[config.mk]
export PLATFORM = sky130hd
export DESIGN_NAME = ndcv_datapath
export DESIGN_NICKNAME = d
export VERILOG_FILES = /design/src/design/ndcv_pkg.sv /design/src/design/ndcv_datapath.sv
export SDC_FILE = /design/constraint.sdc
export NUM_CORES = 2
export LEC_CHECK = 0
export BUFFER_PORTS_ARGS = -buffer_cell sky130_fd_sc_hd__buf_2
export CAP_MARGIN = 5
export CORE_ASPECT_RATIO = 0.7
export CORE_MARGIN = 5
export CORE_UTILIZATION = 35
export CTS_BUF_LIST = sky130_fd_sc_hd__clkbuf_4 sky130_fd_sc_hd__clkbuf_8
export DETAILED_ROUTE_END_ITERATION = 12
export PLACE_DENSITY = 0.53
export SLEW_MARGIN = 10
export SYNTH_ARGS = -nofsm -noshare
export SYNTH_HDL_FRONTEND = slang
export SYNTH_SLANG_ARGS = --single-unit
[constraint.sdc]
create_clock -name clk -period 15.5 [get_ports clk]
set_clock_uncertainty 0.1 [all_clocks]
set_input_delay 0.775 -clock clk [delete_from_list [all_inputs] [get_ports clk]]
set_output_delay 0.775 -clock clk [all_outputs]
set_load 0.01 [all_outputs]
[src/design/ndcv_pkg.sv]
// ---------------------------------------------------------------------------
// ndcv_pkg
// Shared types, register indexes and constants of the neighbour test.
// ---------------------------------------------------------------------------
`default_nettype none
package ndcv_pkg;

    localparam int NUM_AGENTS_DEF = 9;
    localparam int ANGLE_BITS_DEF = 16;

    localparam int ID_W    = 4;
    localparam int POS_W   = 16;
    localparam int KIND_W  = 2;
    localparam int DEG_W   = 4;
    localparam int RAD_W   = 15;
    localparam int CFG_I_W = 1;

    localparam logic [CFG_I_W-1:0] CFG_SELF_ID     = 1'b0;
    localparam logic [CFG_I_W-1:0] CFG_COMM_RADIUS = 1'b1;

    localparam logic [ID_W-1:0]   SELF_ID_RST = 4'd0;
    localparam logic [RAD_W-1:0]  RADIUS_RST  = 15'd1024;

    localparam logic [KIND_W-1:0] KIND_MISSION = 2'd1;
    localparam logic [KIND_W-1:0] KIND_SCOUT   = 2'd3;

    // arctangent of 2^-i in units of 2^32 per turn
    localparam logic [31:0] ATAN_TURNS [32] = '{
        32'd536870912, 32'd316933406, 32'd167458907, 32'd85004756,
        32'd42667331,  32'd21354465,  32'd10680862,  32'd5340245,
        32'd2670163,   32'd1335087,   32'd667544,    32'd333772,
        32'd166886,    32'd83443,     32'd41722,     32'd20861,
        32'd10430,     32'd5215,      32'd2608,      32'd1304,
        32'd652,       32'd326,       32'd163,       32'd81,
        32'd41,        32'd20,        32'd10,        32'd5,
        32'd3,         32'd1,         32'd1,         32'd0
    };

    typedef enum logic [3:0] {
        OP_NONE, OP_R2, OP_RD, OP_SQX, OP_SQY, OP_CMP, OP_NEXT, OP_CINIT,
        OP_CITER, OP_INS, OP_GINIT, OP_GSQX, OP_GSQY, OP_GCMP, OP_OUT
    } ndcv_op_t;

    typedef enum logic [3:0] {
        ST_IDLE, ST_R2, ST_RD, ST_SQX, ST_SQY, ST_CMP, ST_NEXT, ST_CINIT,
        ST_CITER, ST_INS, ST_GINIT, ST_GSQX, ST_GSQY, ST_GCMP, ST_DONE
    } ndcv_state_t;

    typedef struct packed {
        ndcv_op_t op;
    } ndcv_cmd_t;

    typedef struct packed {
        logic own_hit;
        logic take_bearing;
        logic j_last;
        logic iter_last;
        logic n_zero;
        logic gap_last;
        logic out_busy;
    } ndcv_stat_t;

endpackage
`default_nettype wire

[src/design/ndcv_datapath.sv]
// ---------------------------------------------------------------------------
// ndcv_datapath
// Position tables, shared squarer, CORDIC bearing unit, sorted lanes.
// ---------------------------------------------------------------------------
`default_nettype none
module ndcv_datapath
    import ndcv_pkg::*;
#(
    parameter int NUM_AGENTS = NUM_AGENTS_DEF,
    parameter int ANGLE_BITS = ANGLE_BITS_DEF
) (
    input  wire logic                    clk,
    input  wire logic                    rst_n,
    input  wire logic                    in_fire,
    input  wire logic [ID_W-1:0]         agent_id,
    input  wire logic signed [POS_W-1:0] pos_x,
    input  wire logic signed [POS_W-1:0] pos_y,
    input  wire logic [KIND_W-1:0]       agent_kind,
    input  wire logic                    cfg_we,
    input  wire logic [CFG_I_W-1:0]      cfg_index,
    input  wire logic [RAD_W-1:0]        cfg_wdata,
    input  wire ndcv_cmd_t               cmd,
    output ndcv_stat_t                   stat,
    output logic                         out_valid,
    input  wire logic                    out_ready,
    output logic [DEG_W-1:0]             out_degree,
    output logic                         out_cut
);

    localparam int IDX_W = (NUM_AGENTS > 1) ? $clog2(NUM_AGENTS) : 1;
    localparam int CNT_W = $clog2(NUM_AGENTS + 1);
    localparam int DW    = POS_W + 1;
    localparam int CW    = DW + 18;
    localparam int AB    = ANGLE_BITS;
    localparam logic [31:0]   RND  = 32'd1 << (31 - AB);
    localparam logic [AB:0]   HALF = (AB+1)'(1) << (AB - 1);

    // configuration
    logic [ID_W-1:0]  self_reg;
    logic [RAD_W-1:0] rad_reg;

    // agent tables
    logic signed [POS_W-1:0] x_tab_reg [NUM_AGENTS];
    logic signed [POS_W-1:0] y_tab_reg [NUM_AGENTS];
    logic [KIND_W-1:0]       k_tab_reg [NUM_AGENTS];

    logic signed [POS_W-1:0] ox_reg, oy_reg;
    logic [IDX_W-1:0]        j_reg;
    logic signed [DW-1:0]    dx_reg, dy_reg;
    logic [KIND_W-1:0]       kind_reg;
    logic                    skip_reg;
    logic [29:0]             r2_reg;
    logic [33:0]             acc_reg;
    logic [DEG_W-1:0]        deg_reg;
    logic [1:0]              empty_reg;

    // CORDIC
    logic signed [CW-1:0] cx_reg, cy_reg;
    logic [31:0]          cz_reg;
    logic [4:0]           ci_reg;
    logic                 zero_reg;

    // sorted neighbour lanes
    logic [AB-1:0]        lb_reg  [NUM_AGENTS];
    logic signed [DW-1:0] ldx_reg [NUM_AGENTS];
    logic signed [DW-1:0] ldy_reg [NUM_AGENTS];
    logic [CNT_W-1:0]     n_reg, gk_reg;
    logic [AB-1:0]        fb_reg;
    logic signed [DW-1:0] fdx_reg, fdy_reg;

    logic                 out_valid_reg;
    logic [DEG_W-1:0]     out_deg_reg;
    logic                 out_cut_reg;

    logic                 own_hit, in_range, gap_last;
    logic signed [DW-1:0] m_op, s_dx, s_dy;
    logic signed [2*DW-1:0] m_prod;
    logic signed [CW-1:0] xs, ys, cx_in, cy_in;
    logic [31:0]          z_rnd;
    logic [AB-1:0]        b_new;
    logic [AB:0]          s_b, gap;
    logic [NUM_AGENTS-1:0] sh;

    assign own_hit  = (int'(agent_id) < NUM_AGENTS) && (agent_id == self_reg);
    assign in_range = !skip_reg && (acc_reg < {4'd0, r2_reg});
    assign gap_last = (gk_reg == n_reg - CNT_W'(1));

    assign s_dx = gap_last ? fdx_reg : ldx_reg[1];
    assign s_dy = gap_last ? fdy_reg : ldy_reg[1];
    assign s_b  = gap_last ? {1'b1, fb_reg} : {1'b0, lb_reg[1]};
    assign gap  = s_b - {1'b0, lb_reg[0]};

    // shared squarer
    always_comb
    begin
        case (cmd.op)
            OP_R2:   m_op = {2'b00, rad_reg};
            OP_SQX:  m_op = dx_reg;
            OP_SQY:  m_op = dy_reg;
            OP_GSQX: m_op = s_dx - ldx_reg[0];
            OP_GSQY: m_op = s_dy - ldy_reg[0];
            default: m_op = '0;
        endcase
    end
    assign m_prod = m_op * m_op;

    assign xs    = cx_reg >>> ci_reg;
    assign ys    = cy_reg >>> ci_reg;
    assign cx_in = {{4{dx_reg[DW-1]}}, dx_reg, 14'd0};
    assign cy_in = {{4{dy_reg[DW-1]}}, dy_reg, 14'd0};
    assign z_rnd = cz_reg + RND;
    assign b_new = zero_reg ? '0 : z_rnd[31 -: AB];

    always_comb
    begin
        for (int e = 0; e < NUM_AGENTS; e++)
        begin
            sh[e] = (e < int'(n_reg)) && (lb_reg[e] > b_new);
        end
    end

    always_ff @(posedge clk or negedge rst_n)
    begin
        if (!rst_n)
        begin
            self_reg <= SELF_ID_RST;
            rad_reg  <= RADIUS_RST;
        end
        else if (cfg_we)
        begin
            case (cfg_index)
                CFG_SELF_ID:     self_reg <= cfg_wdata[ID_W-1:0];
                CFG_COMM_RADIUS: rad_reg  <= cfg_wdata;
                default:         ;
            endcase
        end
    end

    always_ff @(posedge clk or negedge rst_n)
    begin
        if (!rst_n)
        begin
            for (int e = 0; e < NUM_AGENTS; e++)
            begin
                x_tab_reg[e] <= '0;
                y_tab_reg[e] <= '0;
                k_tab_reg[e] <= '0;
            end
        end
        else if (in_fire)
        begin
            for (int e = 0; e < NUM_AGENTS; e++)
            begin
                if (int'(agent_id) == e)
                begin
                    x_tab_reg[e] <= pos_x;
                    y_tab_reg[e] <= pos_y;
                    if (agent_id != self_reg)
                    begin
                        k_tab_reg[e] <= agent_kind;
                    end
                end
            end
        end
    end

    always_ff @(posedge clk or negedge rst_n)
    begin
        if (!rst_n)
        begin
            out_valid_reg <= 1'b0;
        end
        else if (cmd.op == OP_OUT)
        begin
            out_valid_reg <= 1'b1;
        end
        else if (out_ready)
        begin
            out_valid_reg <= 1'b0;
        end
    end

    always_ff @(posedge clk)
    begin
        if (in_fire && own_hit)
        begin
            ox_reg    <= pos_x;
            oy_reg    <= pos_y;
            j_reg     <= '0;
            n_reg     <= '0;
            deg_reg   <= '0;
            empty_reg <= '0;
        end
        case (cmd.op)
            OP_R2: r2_reg <= m_prod[29:0];
            OP_RD:
            begin
                dx_reg   <= {x_tab_reg[j_reg][POS_W-1], x_tab_reg[j_reg]}
                            - {ox_reg[POS_W-1], ox_reg};
                dy_reg   <= {y_tab_reg[j_reg][POS_W-1], y_tab_reg[j_reg]}
                            - {oy_reg[POS_W-1], oy_reg};
                kind_reg <= k_tab_reg[j_reg];
                skip_reg <= (int'(j_reg) == int'(self_reg));
            end
            OP_SQX, OP_GSQX: acc_reg <= $unsigned(m_prod);
            OP_SQY, OP_GSQY: acc_reg <= acc_reg + $unsigned(m_prod);
            OP_CMP:
            begin
                if (in_range && (kind_reg == KIND_MISSION || kind_reg == KIND_SCOUT)
                    && deg_reg != '1)
                begin
                    deg_reg <= deg_reg + DEG_W'(1);
                end
            end
            OP_NEXT: j_reg <= j_reg + IDX_W'(1);
            OP_CINIT:
            begin
                zero_reg <= (dx_reg == '0) && (dy_reg == '0);
                ci_reg   <= '0;
                if (dx_reg[DW-1])
                begin
                    cx_reg <= -cx_in;
                    cy_reg <= -cy_in;
                    cz_reg <= 32'h8000_0000;
                end
                else
                begin
                    cx_reg <= cx_in;
                    cy_reg <= cy_in;
                    cz_reg <= '0;
                end
            end
            OP_CITER:
            begin
                ci_reg <= ci_reg + 5'd1;
                if (cy_reg[CW-1])
                begin
                    cx_reg <= cx_reg - ys;
                    cy_reg <= cy_reg + xs;
                    cz_reg <= cz_reg - ATAN_TURNS[ci_reg];
                end
                else
                begin
                    cx_reg <= cx_reg + ys;
                    cy_reg <= cy_reg - xs;
                    cz_reg <= cz_reg + ATAN_TURNS[ci_reg];
                end
            end
            OP_INS:
            begin
                // stable insert: lanes above the new bearing move up one place
                for (int e = 0; e < NUM_AGENTS; e++)
                begin
                    if (e > 0 && sh[(e > 0) ? e - 1 : 0])
                    begin
                        lb_reg[e]  <= lb_reg[(e > 0) ? e - 1 : 0];
                        ldx_reg[e] <= ldx_reg[(e > 0) ? e - 1 : 0];
                        ldy_reg[e] <= ldy_reg[(e > 0) ? e - 1 : 0];
                    end
                    else if (e == int'(n_reg) || sh[e])
                    begin
                        lb_reg[e]  <= b_new;
                        ldx_reg[e] <= dx_reg;
                        ldy_reg[e] <= dy_reg;
                    end
                end
                n_reg <= n_reg + CNT_W'(1);
            end
            OP_GINIT:
            begin
                fb_reg  <= lb_reg[0];
                fdx_reg <= ldx_reg[0];
                fdy_reg <= ldy_reg[0];
                gk_reg  <= '0;
            end
            OP_GCMP:
            begin
                if ((gap >= HALF || acc_reg > {4'd0, r2_reg}) && empty_reg != 2'd2)
                begin
                    empty_reg <= empty_reg + 2'd1;
                end
                for (int e = 0; e < NUM_AGENTS - 1; e++)
                begin
                    lb_reg[e]  <= lb_reg[e+1];
                    ldx_reg[e] <= ldx_reg[e+1];
                    ldy_reg[e] <= ldy_reg[e+1];
                end
                gk_reg <= gk_reg + CNT_W'(1);
            end
            OP_OUT:
            begin
                out_deg_reg <= deg_reg;
                out_cut_reg <= empty_reg[1];
            end
            default: ;
        endcase
    end

    assign stat.own_hit      = own_hit;
    assign stat.take_bearing = in_range && (kind_reg == KIND_MISSION);
    assign stat.j_last       = (int'(j_reg) == NUM_AGENTS - 1);
    assign stat.iter_last    = (ci_reg == 5'd31);
    assign stat.n_zero       = (n_reg == '0);
    assign stat.gap_last     = gap_last;
    assign stat.out_busy     = out_valid_reg && !out_ready;

    assign out_valid  = out_valid_reg;
    assign out_degree = out_deg_reg;
    assign out_cut    = out_cut_reg;

endmodule
`default_nettype wire

==> results_dict.tcl <==
set metrics [dict create \
    status "finished clean" \
    dieArea_sq_mm 0.240 \
    grt_pass1_wl_mm 392 \
    slew_headroom_pct 19.5 \
    die_h_um 411 \
    hp-class "input pin to register" \
    regToRegEndpoint "acc_reg[33]" \
    reg2reg_depth 50 \
    clock-sinks 1089 \
    synth-async-reset-ratio_pct 29.9 \
    clock.fmax_ghz 0.0724 \
    top_layer_used "met5" \
    cts_buffers 189 \
    setup_viol 0 \
    met1_length_mm 123 \
    crit_end "acc_reg[33]" \
    antenna_found_initial 14 \
    synth_edf_count 757 \
    dp_hpwl_mm 179 \
    crit_top_cell "inv_1" \
    min_period_over_period_pct 89.1 \
    grt_max_degree 129 \
    cts_root_buf "clkbuf_8" \
    r2r_start "n_reg[0]" \
    grtUsageTotal_pct 21.1 \
    drive_gt1_share_pct 15.4 \
    p_int_mw 5.81 \
    critPathRequiredTime_ns 16.03 \
    critPathArrivalTime_ns 14.35 \
    crit_type "register to register" \
    cp_max_fo 33 \
    powerDensity_mw_per_mm2 96.6 \
    drt_pass1_iterations 7 \
    final_core_util_pct 38.6 \
    cp_top_family "compound AO/OA/AOI/OAI gates" \
    htree_levels 4 \
    combinationalPowerShare_pct 26.0 \
    post-route-min-period_ns 13.82 \
    wl_met2_mm 107 \
    p_switching_mw 2.72 \
    setup_tns_ns 0 \
    nNetsFinal 8583 \
    fill_cells 22595 \
    vias 61492 \
    area_growth_pct 9.78 \
    cp_num_cells 50 \
    synthFlopType "edfxtp_1" \
    wl_per_cell_um 23.6 \
    first_global_vias 61106 \
    met3WireLength_mm 21.4 \
    tightest_slew_ns 1.19 \
    rows 147 \
    postCtsResizedCells 0 \
    start_kind "register" \
    drv_slew 0 \
    insertion_delay_ns 0.97 \
    synth_cell_types 101 \
    cpPeakStageDelay_ns 0.92 \
    avgSynthCellArea_sq_um 10.4 \
    ys_ff_latch 1089 \
    cts.path.max_buffers 4 \
    route.detailed.drc 0 \
    overflow 0 \
    io-pin-count 76 \
    postRouteAntennaNets 0 \
    clock_power_share_pct 31.8 \
    synth-seq-area-share_pct 38.5 \
    crit_start "n_reg[0]" \
    max-vdd-ir-drop_mv 0.0707 \
    synth_nets 8569 \
    die-width_um 583 \
    synthCells 7738 \
    critPathSlowestCell "o41ai_1" \
    core_area_sq_mm 0.229 \
    drt_iter0_markers 5637 \
    p_leak_nw 36.1 \
    viasPerCell 5.62 \
    synthesis.area_sq_mm 0.0805 \
    endpoint_kind "register" \
    power_mw 8.54 \
    cts_tree "yes" \
    yosysWarnings 0 \
    crit_buf_inv 11 \
    rsz0062_at_grt "false" \
    hold_viol 0 \
    sw_frac_of_total_pct 31.9 \
    worst-r2r-setup-slack_ns 1.68 \
    clk_pin_slew_ns 0.08 \
    drv_cap 0 \
    gp_congestion 0.939 \
    start_util_pct 35.2 \
    io_buffers 75 \
    finalWirelength_mm 258 \
    pwr-share-seq_pct 42.2 \
]
-- layout by cell type (no fill, tap or decap), drive strengths merged, types with 153 or more instances in the layout --
master,instances
mux2,446
clkbuf,265
ha,489
o21ai,438
inv,576
fa,279
xnor2,214
dfrtp,325
nand2,966
mux2i,244
edfxtp,757
a21oi,289
a21o,174
buf,219
nor2,416
mux4,153
nand3,247
-- kinds of logic after synthesis --
group           count (synthesis)  synth area share (%)
mux                           843                  13.6
xor+xnor                      336                  3.66
compound gates               1564                  12.7
flops                        1089                  38.5
simple gates                 2129                  12.0
fa+ha+maj                     768                  14.5
buf+inv                      1009                  4.94
-- worst min-delay path by stage --
stage	startpoint	endpoint	slack, ns	cells past startpoint
after floorplan	ldx_reg[0][10]	fdx_reg[10]	0.33	0
after global placement	ldx_reg[0][9]	fdx_reg[9]	0.33	0
after global routing	cfg_wdata[9]	rad_reg[9]	0.04	2
after CTS	agent_kind[0]	k_tab_reg[4]	0.01	2
after detailed placement	ldx_reg[0][7]	fdx_reg[7]	0.33	0
final	cfg_wdata[9]	rad_reg[9]	0.09	2
-- cell usage after synthesis (13+ instances only) --
library cell / instances / area share (%)
a211o_1: 15 / 0.16
a211oi_1: 44 / 0.41
a21boi_0: 19 / 0.18
a21o_1: 174 / 1.6
a21oi_1: 289 / 1.8
a221o_1: 24 / 0.30
a221oi_1: 15 / 0.16
a222oi_1: 13 / 0.16
a31oi_1: 49 / 0.38
and2_1: 55 / 0.43
and3_1: 55 / 0.43
buf_1: 54 / 0.25
buf_2: 20 / 0.12
buf_4: 15 / 0.14
clkbuf_1: 333 / 1.6
dfrtp_1: 325 / 10
edfxtp_1: 757 / 28
fa_1: 279 / 6.9
ha_1: 489 / 7.6
inv_1: 571 / 2.7
mux2_2: 444 / 6.2
mux2i_1: 244 / 3.0
mux4_1: 13 / 0.42
mux4_2: 140 / 3.9
nand2_1: 966 / 4.5
nand2b_1: 56 / 0.44
nand3_1: 247 / 1.5
nand4_1: 51 / 0.40
nor2_1: 416 / 1.9
nor2b_1: 63 / 0.49
nor3_1: 73 / 0.45
nor4_1: 20 / 0.16
o211ai_1: 149 / 1.4
o21a_1: 64 / 0.60
o21ai_0: 438 / 2.7
o21bai_1: 27 / 0.25
o221ai_1: 18 / 0.20
o22ai_1: 32 / 0.25
o311ai_0: 45 / 0.49
o31ai_1: 33 / 0.31
or2_2: 26 / 0.20
or3_1: 34 / 0.26
xnor2_1: 214 / 2.3
xor2_1: 122 / 1.3
-- final cells by class --
cell class | count | area (sq um) | area share [%]
multi-input combinational | 5640 | 45900 | 51.9
sequential | 1089 | 31000 | 35.1
tap | 3054 | 3820 | 4.32
clock buffer | 265 | 3230 | 3.65
inverter | 576 | 2160 | 2.45
timing repair buffer | 256 | 1860 | 2.11
clock inverter | 61 | 417 | 0.471
antenna | 6 | 15.0 | 0.0170
-- what timing repair did --
action                                 4_1_cts  5_1_grt
setup buffers                                0        0
endpoints found under the hold margin      202        0
hold buffers                                37        0
-- stage by stage --
step | cells | setup slack (ns) | hold slack [ns] | cell area, sq um
2_1_floorplan | 7738 | 2.60 | 0.326 | 80500
3_3_place_gp | 10578 | 1.93 | 0.328 | 84300
3_5_place_dp | 10578 | 1.99 | 0.333 | 84300
4_1_cts | 10941 | 1.88 | 0.0138 | 88400
5_1_grt | 10944 | 0.535 | 0.0429 | 88400
6_report | 10947 | 1.68 | 0.0921 | 88400
-- power by group through the flow --
stage	clock network [mW]	logic [mW]	registers, mW
2_1_floorplan	0	1.65	3.60
3_3_place_gp	0	2.17	3.64
4_1_cts	2.79	2.22	3.60
6_report	2.71	2.22	3.60
5_1_grt	2.92	2.48	3.63
3_5_place_dp	0	2.20	3.66
-- routing by layer --
layer	global-route usage, %	up-vias
li1	-	27990
met1	31.8	30878
met2	30.6	2264
met3	4.34	356
met4	5.12	4
met5	0	-
No activity file was read; power rests on OpenSTA's default activity.
